`src/design/rrem_pkg.sv`:
```
// Package for the round-robin event multiplexer.
// Holds field widths, command and register codes, and the structs passed between modules.
// No dependencies.
`default_nettype none

package rrem_pkg;

   localparam int CMD_W       = 2;
   localparam int ID_W        = 8;
   localparam int GRANT_W     = 4;
   localparam int LAST_W      = 4;
   localparam int CFG_COUNT_W = 5;
   localparam int MASK_W      = 16;
   localparam int TOTAL_W     = 12;
   localparam int APB_DATA_W  = 32;
   localparam int APB_ADDR_W  = 3;

   localparam logic [TOTAL_W-1:0] TOTAL_MAX = {TOTAL_W{1'b1}};

   typedef enum logic [CMD_W-1:0] {
      CMD_SET   = 2'd0,
      CMD_CLEAR = 2'd1,
      CMD_POLL  = 2'd2
   } cmd_type;

   typedef enum logic {
      REG_EVENT_COUNT = 1'b0,
      REG_MANUAL_MASK = 1'b1
   } reg_index_type;

   typedef struct packed {
      logic [CFG_COUNT_W-1:0] event_count;
      logic [MASK_W-1:0]      manual_mask;
   } cfg_type;

   typedef struct packed {
      logic clear_all;
      logic inc;
      logic dec;
   } cnt_ctrl_type;

   typedef struct packed {
      logic            found;
      logic [ID_W-1:0] index;
   } grant_type;

endpackage

`default_nettype wire

```
`src/design/rrem_req_if.sv`:
```
// Command channel interface of the event multiplexer: valid, ready and one command.
// Depends on rrem_pkg for the field widths.
`default_nettype none

interface rrem_req_if;
   import rrem_pkg::*;

   logic             valid;
   logic             ready;
   logic [CMD_W-1:0] command;
   logic [ID_W-1:0]  event_id;

   modport source (output valid, command, event_id, input ready);
   modport sink   (input valid, command, event_id, output ready);

endinterface

`default_nettype wire

```
`src/design/rrem_rsp_if.sv`:
```
// Result channel interface of the event multiplexer: valid, ready and one result.
// Depends on rrem_pkg for the field widths.
`default_nettype none

interface rrem_rsp_if;
   import rrem_pkg::*;

   logic               valid;
   logic               ready;
   logic               accepted;
   logic               grant_valid;
   logic [GRANT_W-1:0] grant_index;

   modport source (output valid, accepted, grant_valid, grant_index, input ready);
   modport sink   (input valid, accepted, grant_valid, grant_index, output ready);

endinterface

`default_nettype wire

```
`src/design/rrem_csr.sv`:
```
// APB-style register file: event_count at byte address 0, manual_mask at byte address 4.
// Depends on rrem_pkg. Emits a one-cycle clear pulse whenever event_count is written.
`default_nettype none

module rrem_csr (
   input  wire logic                             clock,
   input  wire logic                             reset,
   input  wire logic                             psel,
   input  wire logic                             penable,
   input  wire logic                             pwrite,
   input  wire logic [rrem_pkg::APB_ADDR_W-1:0]  paddr,
   input  wire logic [rrem_pkg::APB_DATA_W-1:0]  pwdata,
   output      logic [rrem_pkg::APB_DATA_W-1:0]  prdata,
   output      logic                             pready,
   output      rrem_pkg::cfg_type                cfg,
   output      logic                             cfg_clear
);
   import rrem_pkg::*;

   logic [CFG_COUNT_W-1:0] event_count_ff, event_count_in;
   logic [MASK_W-1:0]      manual_mask_ff, manual_mask_in;
   logic                   wr_en;
   reg_index_type          reg_index;

   assign pready    = 1'b1;
   assign wr_en     = psel && penable && pwrite;
   assign reg_index = reg_index_type'(paddr[2]);

   always_comb begin
      event_count_in = event_count_ff;
      manual_mask_in = manual_mask_ff;
      cfg_clear      = 1'b0;
      if (wr_en) begin
         unique case (reg_index)
            REG_EVENT_COUNT: begin
               event_count_in = pwdata[CFG_COUNT_W-1:0];
               cfg_clear      = 1'b1;
            end
            REG_MANUAL_MASK: begin
               manual_mask_in = pwdata[MASK_W-1:0];
            end
            default: begin
            end
         endcase
      end
   end

   always_ff @(posedge clock) begin
      if (reset) begin
         event_count_ff <= '0;
         manual_mask_ff <= '0;
      end else begin
         event_count_ff <= event_count_in;
         manual_mask_ff <= manual_mask_in;
      end
   end

   always_comb begin
      unique case (reg_index)
         REG_EVENT_COUNT: prdata = {{(APB_DATA_W-CFG_COUNT_W){1'b0}}, event_count_ff};
         REG_MANUAL_MASK: prdata = {{(APB_DATA_W-MASK_W){1'b0}}, manual_mask_ff};
         default:         prdata = '0;
      endcase
   end

   assign cfg.event_count = event_count_ff;
   assign cfg.manual_mask = manual_mask_ff;

endmodule

`default_nettype wire

```
`src/design/rrem_counters.sv`:
```
// Bank of per-event pending counters, one lane per event.
// Depends on rrem_pkg. Each lane updates only itself from a shared lane select.
`default_nettype none

module rrem_counters #(
   parameter int MAX_EVENTS  = 16,
   parameter int COUNT_WIDTH = 8
) (
   input  wire logic                    clock,
   input  wire logic                    reset,
   input  wire rrem_pkg::cnt_ctrl_type  ctrl,
   input  wire logic [MAX_EVENTS-1:0]   lane_sel,
   output      logic [MAX_EVENTS-1:0]   nonzero,
   output      logic [MAX_EVENTS-1:0]   full
);
   import rrem_pkg::*;

   logic [COUNT_WIDTH-1:0] count_ff [MAX_EVENTS];
   logic [COUNT_WIDTH-1:0] count_in [MAX_EVENTS];

   always_comb begin
      for (int i = 0; i < MAX_EVENTS; i++) begin
         count_in[i] = count_ff[i];
         if (ctrl.clear_all) begin
            count_in[i] = '0;
         end else if (lane_sel[i] && ctrl.inc) begin
            count_in[i] = count_ff[i] + COUNT_WIDTH'(1);
         end else if (lane_sel[i] && ctrl.dec) begin
            count_in[i] = count_ff[i] - COUNT_WIDTH'(1);
         end
         nonzero[i] = |count_ff[i];
         full[i]    = &count_ff[i];
      end
   end

   always_ff @(posedge clock) begin
      if (reset) begin
         for (int i = 0; i < MAX_EVENTS; i++) begin
            count_ff[i] <= '0;
         end
      end else begin
         for (int i = 0; i < MAX_EVENTS; i++) begin
            count_ff[i] <= count_in[i];
         end
      end
   end

endmodule

`default_nettype wire

```
`src/design/rrem_rr_pick.sv`:
```
// Rotating priority encoder: first pending lane above the last grant, else the first overall.
// Depends on rrem_pkg for the grant struct and index widths.
`default_nettype none

module rrem_rr_pick #(
   parameter int MAX_EVENTS = 16
) (
   input  wire logic [MAX_EVENTS-1:0]      pending,
   input  wire logic [rrem_pkg::LAST_W-1:0] last,
   output      rrem_pkg::grant_type         grant
);
   import rrem_pkg::*;

   logic [ID_W-1:0] last_ext;
   logic [ID_W-1:0] hi_idx, lo_idx;
   logic            hi_found, lo_found;

   assign last_ext = {{(ID_W-LAST_W){1'b0}}, last};

   always_comb begin
      hi_idx   = '0;
      lo_idx   = '0;
      hi_found = 1'b0;
      lo_found = 1'b0;
      // Walk from the top so the lowest matching lane wins.
      for (int i = MAX_EVENTS - 1; i >= 0; i--) begin
         if (pending[i]) begin
            lo_idx   = ID_W'(i);
            lo_found = 1'b1;
            if (ID_W'(i) > last_ext) begin
               hi_idx   = ID_W'(i);
               hi_found = 1'b1;
            end
         end
      end
      grant.found = lo_found;
      grant.index = hi_found ? hi_idx : lo_idx;
   end

endmodule

`default_nettype wire

```
`src/design/round_robin_event_multiplexer_core.sv`:
```
// Round-robin event multiplexer, top level.
// Commands arrive on req_ch as a transfer of command and event_id. A set command adds one
// pending signal to an event, a clear command takes one away from a manual event, and a
// poll grants the next pending event in round-robin order after the last one granted.
// Every command gives exactly one result transfer on rsp_ch (accepted, grant_valid,
// grant_index), in command order. Two registers are set through the csr_ port:
// event_count (byte address 0), which also wipes all pending state when written, and
// manual_mask (byte address 4); the user must write configuration only while the block is
// idle, which the block does not enforce. A command taken from req_ch sits in the input
// register, is executed against the counters when the result register is free or being
// emptied, and lands in the result register, which drives rsp_ch. Throughput is one command
// per cycle while the receiver takes results: the input register refills in the same cycle
// its item moves to the result register; the priority encoder and counter update are combinational.
// When the receiver stalls, the result register holds its transfer and the input
// register takes one more command; req_ch.ready then drops until the result moves on.
// Reset (synchronous, active high) clears both registers, all counters, the total and
// the last grant; no clearing pass is needed and commands are taken right after reset.
// Depends on rrem_pkg, rrem_req_if, rrem_rsp_if, rrem_csr, rrem_counters, rrem_rr_pick.
`default_nettype none

module round_robin_event_multiplexer_core #(
   parameter int MAX_EVENTS  = 16,
   parameter int COUNT_WIDTH = 8
) (
   input  wire logic                             clock,
   input  wire logic                             reset,
   rrem_req_if.sink                              req_ch,
   rrem_rsp_if.source                            rsp_ch,
   input  wire logic                             csr_psel,
   input  wire logic                             csr_penable,
   input  wire logic                             csr_pwrite,
   input  wire logic [rrem_pkg::APB_ADDR_W-1:0]  csr_paddr,
   input  wire logic [rrem_pkg::APB_DATA_W-1:0]  csr_pwdata,
   output      logic [rrem_pkg::APB_DATA_W-1:0]  csr_prdata,
   output      logic                             csr_pready
);
   import rrem_pkg::*;

   localparam logic [ID_W-1:0] MAX_EV_W = ID_W'(MAX_EVENTS);

   // Configuration.
   cfg_type cfg;
   logic    cfg_clear;

   rrem_csr u_csr (
      .clock     (clock),
      .reset     (reset),
      .psel      (csr_psel),
      .penable   (csr_penable),
      .pwrite    (csr_pwrite),
      .paddr     (csr_paddr),
      .pwdata    (csr_pwdata),
      .prdata    (csr_prdata),
      .pready    (csr_pready),
      .cfg       (cfg),
      .cfg_clear (cfg_clear)
   );

   // Input register.
   logic             in_valid_ff, in_valid_in;
   logic [CMD_W-1:0] in_cmd_ff, in_cmd_in;
   logic [ID_W-1:0]  in_id_ff, in_id_in;

   // Result register.
   logic               out_valid_ff, out_valid_in;
   logic               out_acc_ff, out_acc_in;
   logic               out_gv_ff, out_gv_in;
   logic [GRANT_W-1:0] out_gi_ff, out_gi_in;

   // Shared state outside the counter bank.
   logic [TOTAL_W-1:0] total_ff, total_in;
   logic [LAST_W-1:0]  last_ff, last_in;

   logic fire;
   logic req_ready;

   // The item in the input register executes when the result register is free or is
   // being emptied in this same cycle.
   assign fire      = in_valid_ff && (!out_valid_ff || rsp_ch.ready);
   assign req_ready = !in_valid_ff || fire;
   assign req_ch.ready = req_ready;

   // Number of events in use, clamped to the lanes that exist.
   logic [ID_W-1:0] ec_ext, n_ev;
   assign ec_ext = {{(ID_W-CFG_COUNT_W){1'b0}}, cfg.event_count};
   assign n_ev   = (ec_ext > MAX_EV_W) ? MAX_EV_W : ec_ext;

   // Per-lane qualifiers.
   logic [MAX_EVENTS-1:0] in_use, manual, id_sel, grant_sel, pending;
   logic [MAX_EVENTS-1:0] nonzero, full, lane_sel;
   grant_type             grant;

   always_comb begin
      for (int i = 0; i < MAX_EVENTS; i++) begin
         in_use[i]    = ID_W'(i) < n_ev;
         // Only the first sixteen events can be manual.
         manual[i]    = (i < MASK_W) ? cfg.manual_mask[i % MASK_W] : 1'b0;
         id_sel[i]    = in_id_ff == ID_W'(i);
         grant_sel[i] = grant.index == ID_W'(i);
         pending[i]   = nonzero[i] && in_use[i];
      end
   end

   rrem_rr_pick #(
      .MAX_EVENTS (MAX_EVENTS)
   ) u_pick (
      .pending (pending),
      .last    (last_ff),
      .grant   (grant)
   );

   // Command decode and checks.
   cmd_type      cmd;
   logic         id_ok;
   logic         set_ok, clear_ok, poll_ok, poll_consume;
   cnt_ctrl_type cnt_ctrl;

   assign cmd   = cmd_type'(in_cmd_ff);
   assign id_ok = in_id_ff < n_ev;

   always_comb begin
      set_ok       = 1'b0;
      clear_ok     = 1'b0;
      poll_ok      = 1'b0;
      poll_consume = 1'b0;
      lane_sel     = id_sel;
      case (cmd)
         CMD_SET: begin
            set_ok = id_ok && !(|(full & id_sel)) && (total_ff != TOTAL_MAX);
         end
         CMD_CLEAR: begin
            clear_ok = id_ok && (|(manual & id_sel & nonzero));
         end
         CMD_POLL: begin
            poll_ok      = (n_ev != '0) && (total_ff != '0) && grant.found;
            poll_consume = poll_ok && !(|(manual & grant_sel));
            lane_sel     = grant_sel;
         end
         default: begin
         end
      endcase
   end

   assign cnt_ctrl.clear_all = cfg_clear;
   assign cnt_ctrl.inc       = fire && set_ok;
   assign cnt_ctrl.dec       = fire && (clear_ok || poll_consume);

   rrem_counters #(
      .MAX_EVENTS  (MAX_EVENTS),
      .COUNT_WIDTH (COUNT_WIDTH)
   ) u_counters (
      .clock    (clock),
      .reset    (reset),
      .ctrl     (cnt_ctrl),
      .lane_sel (lane_sel),
      .nonzero  (nonzero),
      .full     (full)
   );

   // Next values of the total, the last grant and both registers.
   always_comb begin
      total_in = total_ff;
      last_in  = last_ff;
      if (cfg_clear) begin
         total_in = '0;
         last_in  = '0;
      end else if (fire) begin
         if (set_ok) begin
            total_in = total_ff + TOTAL_W'(1);
         end else if ((clear_ok && (total_ff != '0)) || poll_consume) begin
            total_in = total_ff - TOTAL_W'(1);
         end
         if (poll_ok) begin
            last_in = grant.index[LAST_W-1:0];
         end
      end

      in_valid_in = in_valid_ff;
      in_cmd_in   = in_cmd_ff;
      in_id_in    = in_id_ff;
      if (req_ready) begin
         in_valid_in = req_ch.valid;
         in_cmd_in   = req_ch.command;
         in_id_in    = req_ch.event_id;
      end

      out_valid_in = out_valid_ff && !rsp_ch.ready;
      out_acc_in   = out_acc_ff;
      out_gv_in    = out_gv_ff;
      out_gi_in    = out_gi_ff;
      if (fire) begin
         out_valid_in = 1'b1;
         out_acc_in   = set_ok || clear_ok || poll_ok;
         out_gv_in    = poll_ok;
         out_gi_in    = poll_ok ? grant.index[GRANT_W-1:0] : '0;
      end
   end

   always_ff @(posedge clock) begin
      if (reset) begin
         in_valid_ff  <= 1'b0;
         out_valid_ff <= 1'b0;
         total_ff     <= '0;
         last_ff      <= '0;
      end else begin
         in_valid_ff  <= in_valid_in;
         out_valid_ff <= out_valid_in;
         total_ff     <= total_in;
         last_ff      <= last_in;
      end
   end

   always_ff @(posedge clock) begin
      in_cmd_ff  <= in_cmd_in;
      in_id_ff   <= in_id_in;
      out_acc_ff <= out_acc_in;
      out_gv_ff  <= out_gv_in;
      out_gi_ff  <= out_gi_in;
   end

   assign rsp_ch.valid       = out_valid_ff;
   assign rsp_ch.accepted    = out_acc_ff;
   assign rsp_ch.grant_valid = out_gv_ff;
   assign rsp_ch.grant_index = out_gi_ff;

   // A zero total means no event in use has anything pending.
   a_total_tracks_lanes: assert property (@(posedge clock) disable iff (reset)
      (total_ff == '0) |-> !(|(nonzero & in_use)))
      else $error("total pending is zero while an event counter is nonzero");

   // While any event is in use, the last grant points at an event in use.
   a_last_in_range: assert property (@(posedge clock) disable iff (reset)
      (n_ev != '0) |-> ({{(ID_W-LAST_W){1'b0}}, last_ff} < n_ev))
      else $error("last granted index lies outside the events in use");

   // Writing event_count wipes every pending signal.
   a_clear_wipes: assert property (@(posedge clock) disable iff (reset)
      cfg_clear |=> (total_ff == '0) && (nonzero == '0) && (last_ff == '0))
      else $error("pending state survived an event_count write");

   // An item that cannot move on holds the input register closed.
   a_hold_input: assert property (@(posedge clock) disable iff (reset)
      (in_valid_ff && out_valid_ff && !rsp_ch.ready) |-> !req_ch.ready)
      else $error("input taken while the stalled item still waits");

endmodule

`default_nettype wire
```
`src/flat_wrapper.sv`:
```
// flat-port wrapper written by rule: the top's interface ports become plain ports
module round_robin_event_multiplexer_core_flat import rrem_pkg::*;
#(
   parameter int MAX_EVENTS  = 16,
   parameter int COUNT_WIDTH = 8
)
  (clock, reset, csr_psel, csr_penable, csr_pwrite, csr_paddr, csr_pwdata, csr_prdata, csr_pready, req_ch_valid, req_ch_command, req_ch_event_id, req_ch_ready, rsp_ch_valid, rsp_ch_accepted, rsp_ch_grant_valid, rsp_ch_grant_index, rsp_ch_ready);
  rrem_req_if req_ch_i ();
  rrem_rsp_if rsp_ch_i ();
  input  wire logic clock;
  input  wire logic reset;
  input  wire logic csr_psel;
  input  wire logic csr_penable;
  input  wire logic csr_pwrite;
  input  wire logic [rrem_pkg::APB_ADDR_W-1:0] csr_paddr;
  input  wire logic [rrem_pkg::APB_DATA_W-1:0] csr_pwdata;
  output      logic [rrem_pkg::APB_DATA_W-1:0] csr_prdata;
  output      logic csr_pready;
  input wire logic [$bits(req_ch_i.valid)-1:0] req_ch_valid;
  input wire logic [$bits(req_ch_i.command)-1:0] req_ch_command;
  input wire logic [$bits(req_ch_i.event_id)-1:0] req_ch_event_id;
  output wire logic [$bits(req_ch_i.ready)-1:0] req_ch_ready;
  output wire logic [$bits(rsp_ch_i.valid)-1:0] rsp_ch_valid;
  output wire logic [$bits(rsp_ch_i.accepted)-1:0] rsp_ch_accepted;
  output wire logic [$bits(rsp_ch_i.grant_valid)-1:0] rsp_ch_grant_valid;
  output wire logic [$bits(rsp_ch_i.grant_index)-1:0] rsp_ch_grant_index;
  input wire logic [$bits(rsp_ch_i.ready)-1:0] rsp_ch_ready;
  assign req_ch_i.valid = req_ch_valid;
  assign req_ch_i.command = req_ch_command;
  assign req_ch_i.event_id = req_ch_event_id;
  assign req_ch_ready = req_ch_i.ready;
  assign rsp_ch_valid = rsp_ch_i.valid;
  assign rsp_ch_accepted = rsp_ch_i.accepted;
  assign rsp_ch_grant_valid = rsp_ch_i.grant_valid;
  assign rsp_ch_grant_index = rsp_ch_i.grant_index;
  assign rsp_ch_i.ready = rsp_ch_ready;
  round_robin_event_multiplexer_core #(.MAX_EVENTS(MAX_EVENTS), .COUNT_WIDTH(COUNT_WIDTH)) u_core (.clock(clock), .reset(reset), .req_ch(req_ch_i), .rsp_ch(rsp_ch_i), .csr_psel(csr_psel), .csr_penable(csr_penable), .csr_pwrite(csr_pwrite), .csr_paddr(csr_paddr), .csr_pwdata(csr_pwdata), .csr_prdata(csr_prdata), .csr_pready(csr_pready));
endmodule
```
`config.mk`:
```
export PLATFORM = sky130hd
export DESIGN_NAME = round_robin_event_multiplexer_core_flat
export DESIGN_NICKNAME = d
export VERILOG_FILES = /design/src/design/rrem_pkg.sv /design/src/design/rrem_req_if.sv /design/src/design/rrem_rsp_if.sv /design/src/design/rrem_csr.sv /design/src/design/rrem_counters.sv /design/src/design/rrem_rr_pick.sv /design/src/design/round_robin_event_multiplexer_core.sv /design/src/flat_wrapper.sv
export SDC_FILE = /design/constraint.sdc
export NUM_CORES = 1
export LEC_CHECK = 0
export BUFFER_PORTS_ARGS = -buffer_cell sky130_fd_sc_hd__buf_4
export CAP_MARGIN = 20
export CORE_ASPECT_RATIO = 1.75
export CORE_MARGIN = 2
export CORE_UTILIZATION = 35
export DETAILED_ROUTE_END_ITERATION = 16
export SYNTH_ARGS = -nofsm -noshare
export SYNTH_HDL_FRONTEND = slang
export SYNTH_SLANG_ARGS = --single-unit
```
`constraint.sdc`:
```
create_clock -name clock -period 7.36 [get_ports clock]
set_input_delay 0 -clock clock [delete_from_list [all_inputs] [get_ports clock]]
set_output_delay 0 -clock clock [all_outputs]
set_load 0.02 [all_outputs]
```
Yosys cells after proc, flatten, opt, wreduce, memory -nomap -nowiden

Memories as Yosys holds them, arrays and structs flattened.
Index checks and enable logic that the tools add are counted.

Word-level logic and storage cells: 428
Register bits after elaboration: 55
Bits of input ports: 52
Memory bits (writable): 128
Output and inout bits: 41
Memories kept: 1

Memories:

| name                       | depth | width | rd ports | clocked after memory_dff | write ports | line                | source |
|---|---|---|---|---|---|---|---|
| u_core.u_counters.count_ff | 16    | 8     | 16       | 0                        | 16          | rrem_counters.sv:18 | `logic [COUNT_WIDTH-1:0] count_ff [MAX_EVENTS];` |

Eq/ne operators: 33
Bitwise gates (word level): 21
Add/subtract/negate cells: 34
Muxes and demuxes: 176
Reductions and logical operators: 118
Order comparisons: 34

Operators with widths:

| cell                                                                        | number |
|---|---|
| 8-bit two-way mux                                                           | 110 |
| 8-bit by 1-bit adder with 8-bit output, second input constant               | 16 |
| 8-bit by 4-bit == test with 1-bit output, second input constant             | 16 |
| 8-bit AND reduction                                                         | 16 |
| 8-bit OR reduction                                                          | 16 |
| 8-bit by 1-bit subtractor with 8-bit output, second input constant          | 16 |
| 16-bit bitwise AND                                                          | 4 |
| 8-bit by 3-bit == test with 1-bit output, second input constant             | 8 |
| 4-bit by 8-bit less-than comparator with 1-bit output, first input constant | 8 |
| 32-bit case mux with 2 select lines                                         | 1 |
| 1-bit logical AND                                                           | 61 |
| 1-bit two-way mux                                                           | 58 |
| 16-bit OR reduction                                                         | 3 |
| 8-bit by 2-bit == test with 1-bit output, second input constant             | 4 |
| 4-bit > comparator, first input constant                                    | 8 |
| 3-bit by 8-bit less-than comparator with 1-bit output, first input constant | 4 |
| 12-bit two-way mux                                                          | 2 |
| 8-bit by 1-bit == test with 1-bit output, second input constant             | 2 |
| 3-bit by 4-bit > comparator with 1-bit output, first input constant         | 4 |
| 8-bit zero test                                                             | 2 |
| 1-bit by 8-bit less-than comparator with 1-bit output, first input constant | 2 |
| 2-bit by 8-bit less-than comparator with 1-bit output, first input constant | 2 |
| 16-bit two-way mux                                                          | 1 |
| 1-bit OR                                                                    | 16 |
| other kinds (20)                                                            | 36 |

Depth between registers and ports, before layout

Gate-level depths: netlist of the first run.

Depth after elaboration: 49
Gate-level depth with buffers: 25
Depth with buffers taken out: 21

Modules after synthesis

A second synthesis of the first run with hierarchy kept.

Cells, all modules: 1800
Area, all modules: 14714.1 um^2

By module, submodules not included:

| module                             | times used | area an instance (um^2) | cells an instance | sequential area each (um^2) |
|---|---|---|---|---|
| rrem_counters                      | 1          | 9890.7                  | 1215              | 2562.5 |
| round_robin_event_multiplexer_core | 1          | 2912.8                  | 351               | 840.8 |
| rrem_csr                           | 1          | 1223.7                  | 125               | 420.4 |
| rrem_rr_pick                       | 1          | 686.9                   | 109               | 0.0 |

Worst setup path after synthesis of the first run

No wires, ideal clock.

Kind: register -> register
Start: register u_core.in_id_ff[5]
End: memory u_core.u_counters.count_ff[11][7] (netlist: u_core.u_counters.count_ff[0][95])
Library setup time: 0.131 ns
Arrival: 5.299 ns
Stages on the path, launching flop included: 20
Buffers on the path: 1
Period minus slack after synthesis: 5.430 ns
Data required time: 7.229 ns
Slack: 1.930 ns
Path through: edfxtp_1 or4_1 or3_1 nor3_1 a21oi_1 o211ai_1 clkinv_1 nand2_1 clkbuf_1 or2_2 ha_1 a21o_1 a21o_1 a21o_1 a21oi_1 o21bai_1 a21oi_1 xor2_1 o311ai_1 o41ai_1

RTL lines:

| item                   | line                                      | source |
|---|---|---|
| from (decl)            | round_robin_event_multiplexer_core.sv:62  | `logic [ID_W-1:0] in_id_ff, in_id_in;` |
| from (signal assigned) | round_robin_event_multiplexer_core.sv:215 | `in_id_ff <= in_id_in;` |
| to (decl)              | rrem_counters.sv:18                       |  |

==> impl_results.md, run 1 <==
* Status: finished clean
* Worst-Margin Slew at 1.02 ns
* PwrDens at 134 nW/um2
* Crit path from: u_core.u_counters.count_ff[0][72]
* Leak Pwr at 6.41 nW
* Mux cell area share after synthesis at 2.47%
* Combinational family with the most area after synthesis: compound AO/OA/AOI/OAI gates
* Routed WL per cell at 19.9 um
* TritonCTS buffer count at 17
* Crit-path slowest cell: nor3_1
* Worst hold slack at 0.247 ns
* Cells after Synth at 1653
* Setup_tns at 0 ns
* Post-route clock period utilization at 88.0%
* H-tree levels at 4
* Async SR Flop Fraction at 0%
* FF/Latch Area at 3820 um2
* Endpoints failing hold at 0
* Via Count at 13300
* Number of enable flip-flop cells after synthesis at 16
* Top-area cell type share of the netlist area at 24.4%
* Multi-input gate area at 9250 um2
* Post-Synth Adder-Cell Area at 12.6%
* Number of global-route vias before repair at 13100
* R2r setup slk at 0.88 ns
* Max stage delay on crit path at 0.87 ns
* Total power at 2.10 mW
* Sinks on Clock Net at 183
* Antenna diodes at 0
* Die Y at 266 um
* Total core area at 38500 um2
* Dpl cell area at 14600 um2
* XOR/XNOR share of the synthesized area at 6.47%
* Design area at 15700 um2
* Final WL at 44.2 mm
* Arr. time, crit path at 6.87 ns
* Worst Setup EP: u_core.u_counters.count_ff[0][23]
* Die X at 153 um
* Slew headroom at 31.6%
* First-pass GRT wire length at 70.0 mm
* Initial drt markers at 741
* Num ports at 93
* Max Slew Vio Count at 0
* Fill count at 3918
* Placed cells at 2148
* Root Buffer: clkbuf_16
* YS warnings at 0
* Mean Syn Cell Area at 8.27 um2
* Hold Crit Class: primary input to flip-flop
* Seq/Total Area, Yosys at 28.0%
* Reg2Reg Depth at 19
* Peak supply drop at 0.151 mV
* CTS tree: done
* Fin crit period at 6.48 ns
* Cell Count, Final, Fillers Out at 2224
* FF-to-FF Start: u_core.u_counters.count_ff[0][72]
* CTS Buffer Depth at 2
* Area of the mapped netlist at 13700 um2
* Place WS at 1.16 ns
* Critical-path cell list: or4_1 -> o221ai_1 -> o211ai_1 -> a211oi_1 -> o32ai_4 -> nor3_1 -> a22oi_1 -> inv_1 -> nand3_1 -> ha_1 -> a21o_1 -> a21o_1 -> a21o_1 -> a21oi_1 -> o21bai_1 -> a21oi_1 -> xor2_1 -> or4_1 -> a21oi_1
* Top cells by count, synth: a21oi_1 (184), dfxtp_1 (167), ha_1 (110)
* Clock-pin slew on the worst setup and hold paths at 0.07 ns
* Detailed placement HPWL at 32.2 mm
* Largest net degree at the start of global routing at 92
* Post_cts resized at 0
* Top cells by area, synth: dfxtp_1 (24%), ha_1 (10%), a21oi_1 (6.7%), a21o_1 (4.6%), edfxtp_1 (3.5%)
* Startpoint types: flip-flop
* ANT nets after route at 0
* Worst flop-to-flop path endpoint: u_core.u_counters.count_ff[0][23]
* Worst path required time at 7.75 ns
* GRT Residual Overflow at 0
* Post-synth top area cell: dfxtp_1
* Total iterations of the first detailed-routing run at 5
* Final WS setup at 0.883 ns
* DRC Markers at 0
* Distinct cells, synth at 76
* Clock Skews at 0.0188 ns
* P&R area growth vs syn at 14.4%
* Initial antenna violation count at 0
* Final setup viols at 0
* Nets at 1905
* RSZ-0062 raised after global routing: no
* Synthesized flop and latch total at 183
* Compound-Gate Fraction of Synth Area at 26.7%
* GRT Util Overall at 21.5%
* Primary FF master, synth: dfxtp_1
* WS Path Type: flip-flop to flip-flop
* Die area at 40700 um2
* Share of layout cells above drive strength 1 at 9.37%
* Port Buffers at 57
* Crit end category: flip-flop
* GP Congestion at 0.990
* Max frequency at 154 MHz
* MaxCap Viol Count at 0
* Starting Density at 35.5%
* # rows at 95
* Maximum fanout along the worst path at 10
* Simple-gate share of the synthesized area at 18.8%
* Worst-skew pair later-pin latency at 0.47 ns
* Post-DR vias/cell at 5.96
* Utilization after layout at 40.6%
* Count leader, synth: a21oi_1
-- layout by cell type (no fill, tap or decap), types with 11 or more instances in the layout --
| master | n |
|---|---|
| a31o_2 | 16 |
| fa_1 | 17 |
| conb_1 | 17 |
| o21ai_0 | 95 |
| dlygate4sd3_1 | 44 |
| o21bai_1 | 22 |
| a22oi_1 | 15 |
| nand4_1 | 38 |
| nand2b_1 | 27 |
| o211ai_1 | 26 |
| or4_1 | 23 |
| mux2i_1 | 27 |
| nor2b_1 | 11 |
| nor3_1 | 30 |
| clkbuf_16 | 17 |
| nor4_1 | 55 |
| dfxtp_1 | 167 |
| a21oi_1 | 184 |
| o31ai_1 | 14 |
| nor2_1 | 71 |
| xnor2_1 | 53 |
| a21o_1 | 83 |
| inv_1 | 52 |
| and2_1 | 21 |
| ha_1 | 110 |
| or3_1 | 16 |
| nand2_1 | 93 |
| a211oi_1 | 17 |
| edfxtp_1 | 16 |
| buf_4 | 94 |
| nand3_1 | 84 |
| o41ai_1 | 19 |
| xor2_1 | 48 |
-- where the power goes --
group | switching [mW] | total [mW] | internal (mW)
Combinational | 0.0788 | 0.124 | 0.0449
Sequential | 0.0130 | 1.02 | 1.01
Clock | 0.441 | 0.953 | 0.512
-- how the worst min path moves through the flow --
stage / cells after the start / to / startpoint / slack, ns
final: 2 / u_core.in_id_ff[0] / req_ch_event_id[0] / 0.25
after global routing: 2 / u_core.cmd[1] / req_ch_command[1] / 0.25
after global placement: 1 / u_core.in_id_ff[0] / req_ch_event_id[0] / 0.18
after floorplan: 0 / u_core.cmd[0] / req_ch_command[0] / 0.1
after CTS: 2 / u_core.in_id_ff[0] / req_ch_event_id[0] / 0.23
after detailed placement: 1 / u_core.in_id_ff[0] / req_ch_event_id[0] / 0.18
-- cell type report --
class | instances | area share [%]
Multi-Input combinational cell | 1330 | 59.1
Sequential cell | 183 | 24.4
Timing Repair Buffer | 140 | 7.58
Tap cell | 485 | 3.88
Clock buffer | 19 | 2.83
Inverter | 54 | 1.30
Clock inverter | 13 | 0.911
-- timing repair --
action                                 4_1_cts  5_1_grt
buffers inserted                             0        0
hold buffers                                44        0
endpoints found under the hold margin       33        0
setup endpoints to repair                    0        0
-- sequential cells by signal (all words and copies together) (netlist names), 2 cells and up --
| signal | cells |
|---|---|
| u_core.in_id_ff | 8 |
| u_core.u_counters.count_ff | 128 |
| u_core.rsp_ch.grant_index | 4 |
| u_core.total_ff | 12 |
| u_core.u_csr.manual_mask_ff | 16 |
| u_core.u_csr.event_count_ff | 5 |
| u_core.cmd | 2 |
| u_core.last_ff | 4 |
-- metal layers --
layer / GRT usage [%] / routed length, um / vias to the layer above
li1: - / - / 6335
met1: 22.1 / 16400 / 6430
met2: 40.0 / 23200 / 353
met3: 2.59 / 1630 / 132
met4: 15.0 / 3010 / 0
met5: 0 / 0 / -
-- critical path, delay by kind of cell (launching register included) --
| family | cells | cell delay (ns) |
|---|---|---|
| AO/OA/AOI/OAI | 12 | 3.12 |
| AND/OR/NAND/NOR | 4 | 2.23 |
| adder cells (fa/ha/maj) | 1 | 0.41 |
| flip-flops | 1 | 0.38 |
| XOR/XNOR | 1 | 0.09 |
| buffers and inverters | 1 | 0.17 |
-- cell families (layout without fill, tap and decap cells) --
logic type      after synthesis  in the layout
fa+ha+maj                   127            127
other cells                   2             17
xor+xnor                    101            101
simple gates                491            491
mux                          33             33
compound gates              561            561
flops                       183            183
buf+inv                     155            226
Note: power is estimated with default switching activity, not from simulation.
==> inputs of run 2 (changes only) <==
==> constraint.sdc (replaced) <==
create_clock -name clock -period 6.5 [get_ports clock]
set_input_delay 0 -clock clock [delete_from_list [all_inputs] [get_ports clock]]
set_output_delay 0 -clock clock [all_outputs]
set_load 0.02 [all_outputs]
==> run 2 against run 1 <==
Net effect: sequential share of layout area is 0.44 points lower; global-route usage grew 0.32 points; core utilization up 0.74 points; non-clock buffer count increased by 37; clock power up 18%; hold slack better by 0.0032 ns; combinational power is 15% higher; critical path type unchanged.
==> impl_results.md, run 2 (same netlist as run 1, synthesis figures left out) <==
* Status: finished clean
* GRT Residual Overflow at 0 (unchanged)
* Endpoints failing hold at 0 (unchanged)
* Clock Skews at 0.0114 ns (-0.00743 ns)
* Design area at 15900 um2 (+1.8%)
* Via Count at 13400 (+0.88%)
* Worst-Margin Slew at 1.02 ns (+0.00333 ns)
* Hold Crit Class: primary input to flip-flop
* Final WS setup at 0.636 ns (-0.246 ns)
* GRT Util Overall at 21.8% (+0.32 points)
* Peak supply drop at 0.191 mV (+26%)
* Routed wl met3 at 1.50 mm (-8.3%)
* Worst-skew pair later-pin latency at 0.46 ns (about the same)
* Initial drt markers at 877 (+18%)
* WS Path Type: flip-flop to flip-flop
* First-pass GRT wire length at 71.2 mm (+1.7%)
* Max stage delay on crit path at 0.67 ns (-0.20 ns)
* Routed WL per cell at 19.6 um (-1.4%)
* Most common cell after layout, fill and taps aside: a21oi_1
* Arr. time, crit path at 6.23 ns (-0.64 ns)
* CP top delay family: simple AND/OR/NAND/NOR gates
* Maximum fanout along the worst path at 7 (-3)
* Share of layout cells above drive strength 1 at 11.4% (+2.1 points)
* Most frequent cells in the layout: a21oi_1 (184), dfxtp_1 (167), buf_4 (134), ha_1 (110), o21ai_0 (95)
* Starting Density at 35.5% (unchanged)
* P&R area growth vs syn at 16.5%
* Met1 wire length at 16.2 mm (-1.1%)
* Startpoint types: flip-flop
* FF/Latch Area at 3820 um2 (unchanged)
* Leak Pwr at 6.60 nW (+3.0%)
* RSZ-0062 raised after global routing: no
* Multi-input gate area at 9250 um2 (unchanged)
* Max Slew Vio Count at 0 (unchanged)
* Total power at 2.41 mW (+15%)
* Fill count at 3950 (+0.82%)
* Number of global-route vias before repair at 13400 (+2.4%)
* Crit-path slowest cell: nor4_1
* Regs by FF count: u_core.u_counters.count_ff (128), u_core.u_csr.manual_mask_ff (16), u_core.total_ff (12)
* # rows at 95 (unchanged)
* Post-DR vias/cell at 5.91 (-0.77%)
* Detailed placement HPWL at 32.9 mm (+2.1%)
* GP Congestion at 1.00 (+0.99%)
* Worst path required time at 6.87 ns (-0.88 ns)
* Die X at 153 um (unchanged)
* Max frequency at 171 MHz (+10%)
* Slew headroom at 31.9% (+0.30 points)
* CTS tree: done
* Utilization after layout at 41.4% (+0.74 points)
* DRC Markers at 0 (unchanged)
* Final setup viols at 0 (unchanged)
* Die area at 40700 um2 (unchanged)
* Number of flip-flops in the largest register at 128 (unchanged)
* Dpl cell area at 14900 um2 (+1.9%)
* Fin crit period at 5.86 ns (-0.614 ns)
* Initial antenna violation count at 0 (unchanged)
* H-tree levels at 4 (unchanged)
* Sinks on Clock Net at 183 (unchanged)
* CTS Buffer Depth at 2 (unchanged)
* Final WL at 44.3 mm (+0.27%)
* Num ports at 93 (unchanged)
* Post-route clock period utilization at 90.2% (+2.2 points)
* Port Buffers at 57 (unchanged)
* Setup Buffers After CTS at 0 (unchanged)
* Critical-path cell list: nor4_1 -> a22oi_1 -> nor4_1 -> nand3_1 -> o211ai_1 -> and2_0 -> and2_0 -> a22o_1 -> nand3_1 -> buf_4 -> ha_1 -> a21o_1 -> a21o_1 -> a21oi_1 -> o21bai_1 -> a21oi_1 -> xor2_1 -> or4_1 -> a21oi_1
* Antenna diodes at 0 (unchanged)
* Setup_tns at 0 ns (unchanged)
* Largest net degree at the start of global routing at 112 (+22%)
* DR top layer: met4
* PwrDens at 152 nW/um2 (+13%)
* Crit end category: flip-flop
* Worst Path Buf+Inv at 1 (unchanged)
* DR WL met2 at 23.5 mm (+1.3%)
* Largest reg by FF count: u_core.u_counters.count_ff
* Total core area at 38500 um2 (unchanged)
* TritonCTS buffer count at 17 (unchanged)
* Clock-pin slew on the worst setup and hold paths at 0.07 ns (about the same)
* Root Buffer: clkbuf_16
* Total iterations of the first detailed-routing run at 5 (unchanged)
* MaxCap Viol Count at 0 (unchanged)
* Nets at 1942 (+1.9%)
* ANT nets after route at 0 (unchanged)
* Place WS at 0.770 ns (-0.392 ns)
* Die Y at 266 um (unchanged)
* Cell mode on critical path: a21oi_1
==> run 2: cell count changes in the layout (fill, tap and decap cells not counted), sizes merged <==
| cell | before | now |
|---|---|---|
| dlygate4sd3 | 44 | 42 |
| clkbuf | 19 | 18 |
| inv | 56 | 59 |
| buf | 96 | 135 |
| clkinvlp | 3 | 1 |
==> run 2: final timing paths <==
path,start,end,slack [ns],depth (start not counted)
worst max register to register,u_core.u_counters.count_ff[0][16],u_core.u_counters.count_ff[0][63],0.64,19
worst min-delay path,csr_penable,u_core.u_csr.manual_mask_ff[4],0.25,4
worst min register to register,u_core.u_counters.count_ff[0][39],u_core.u_counters.count_ff[0][39],0.49,2
worst max-delay path,u_core.u_counters.count_ff[0][16],u_core.u_counters.count_ff[0][63],0.64,19
==> run 2: final cells by class <==
cell class                      count  share of cell area [%]
Clock inverter                     14                   0.997
Tap cell                          485                    3.81
Timing Repair Buffer              177                    9.08
Clock buffer                       18                    2.83
Inverter                           54                    1.27
Multi-Input combinational cell   1330                    58.0
Sequential cell                   183                    24.0
==> run 2: worst reg2reg max path, cell delays in order, from the launching register on <==
cell and delay (ns):
dfxtp_1 0.38, nor4_1 0.67, a22oi_1 0.34, nor4_1 0.60, nand3_1 0.15, o211ai_1 0.32
and2_0 0.32, and2_0 0.53, a22o_1 0.29, nand3_1 0.15, buf_4 0.21, ha_1 0.31
a21o_1 0.19, a21o_1 0.18, a21oi_1 0.24, o21bai_1 0.09, a21oi_1 0.17, xor2_1 0.10
or4_1 0.42, a21oi_1 0.15
==> run 2: where the power goes <==
part | internal (mW) | total, mW | switching [mW]
clock | 0.600 | 1.12 | 0.515
combinational | 0.0515 | 0.143 | 0.0912
sequential | 1.14 | 1.16 | 0.0120
total | 1.80 | 2.41 | 0.619
==> run 2: routing by layer <==
layer	track usage, %	up-vias
li1	-	6400
met1	22.4	6441
met2	40.7	371
met3	2.67	155
met4	15.0	0
met5	0	-
==> run 2: timing repair <==
| action | in CTS | in global routing |
|---|---|---|
| endpoints found under the hold margin | 33 | 0 |
| endpoints found under the setup margin | 0 | 0 |
| gates resized for setup | 0 | 0 |
| hold buffers | 42 | 0 |
==> run 2: per-stage QoR <==
stage               std cells  hold slack, ns
floorplan                1668          0.0989
global placement         2187           0.178
detailed placement       2187           0.180
CTS                      2261           0.228
global route             2261           0.259
finish                   2261           0.250
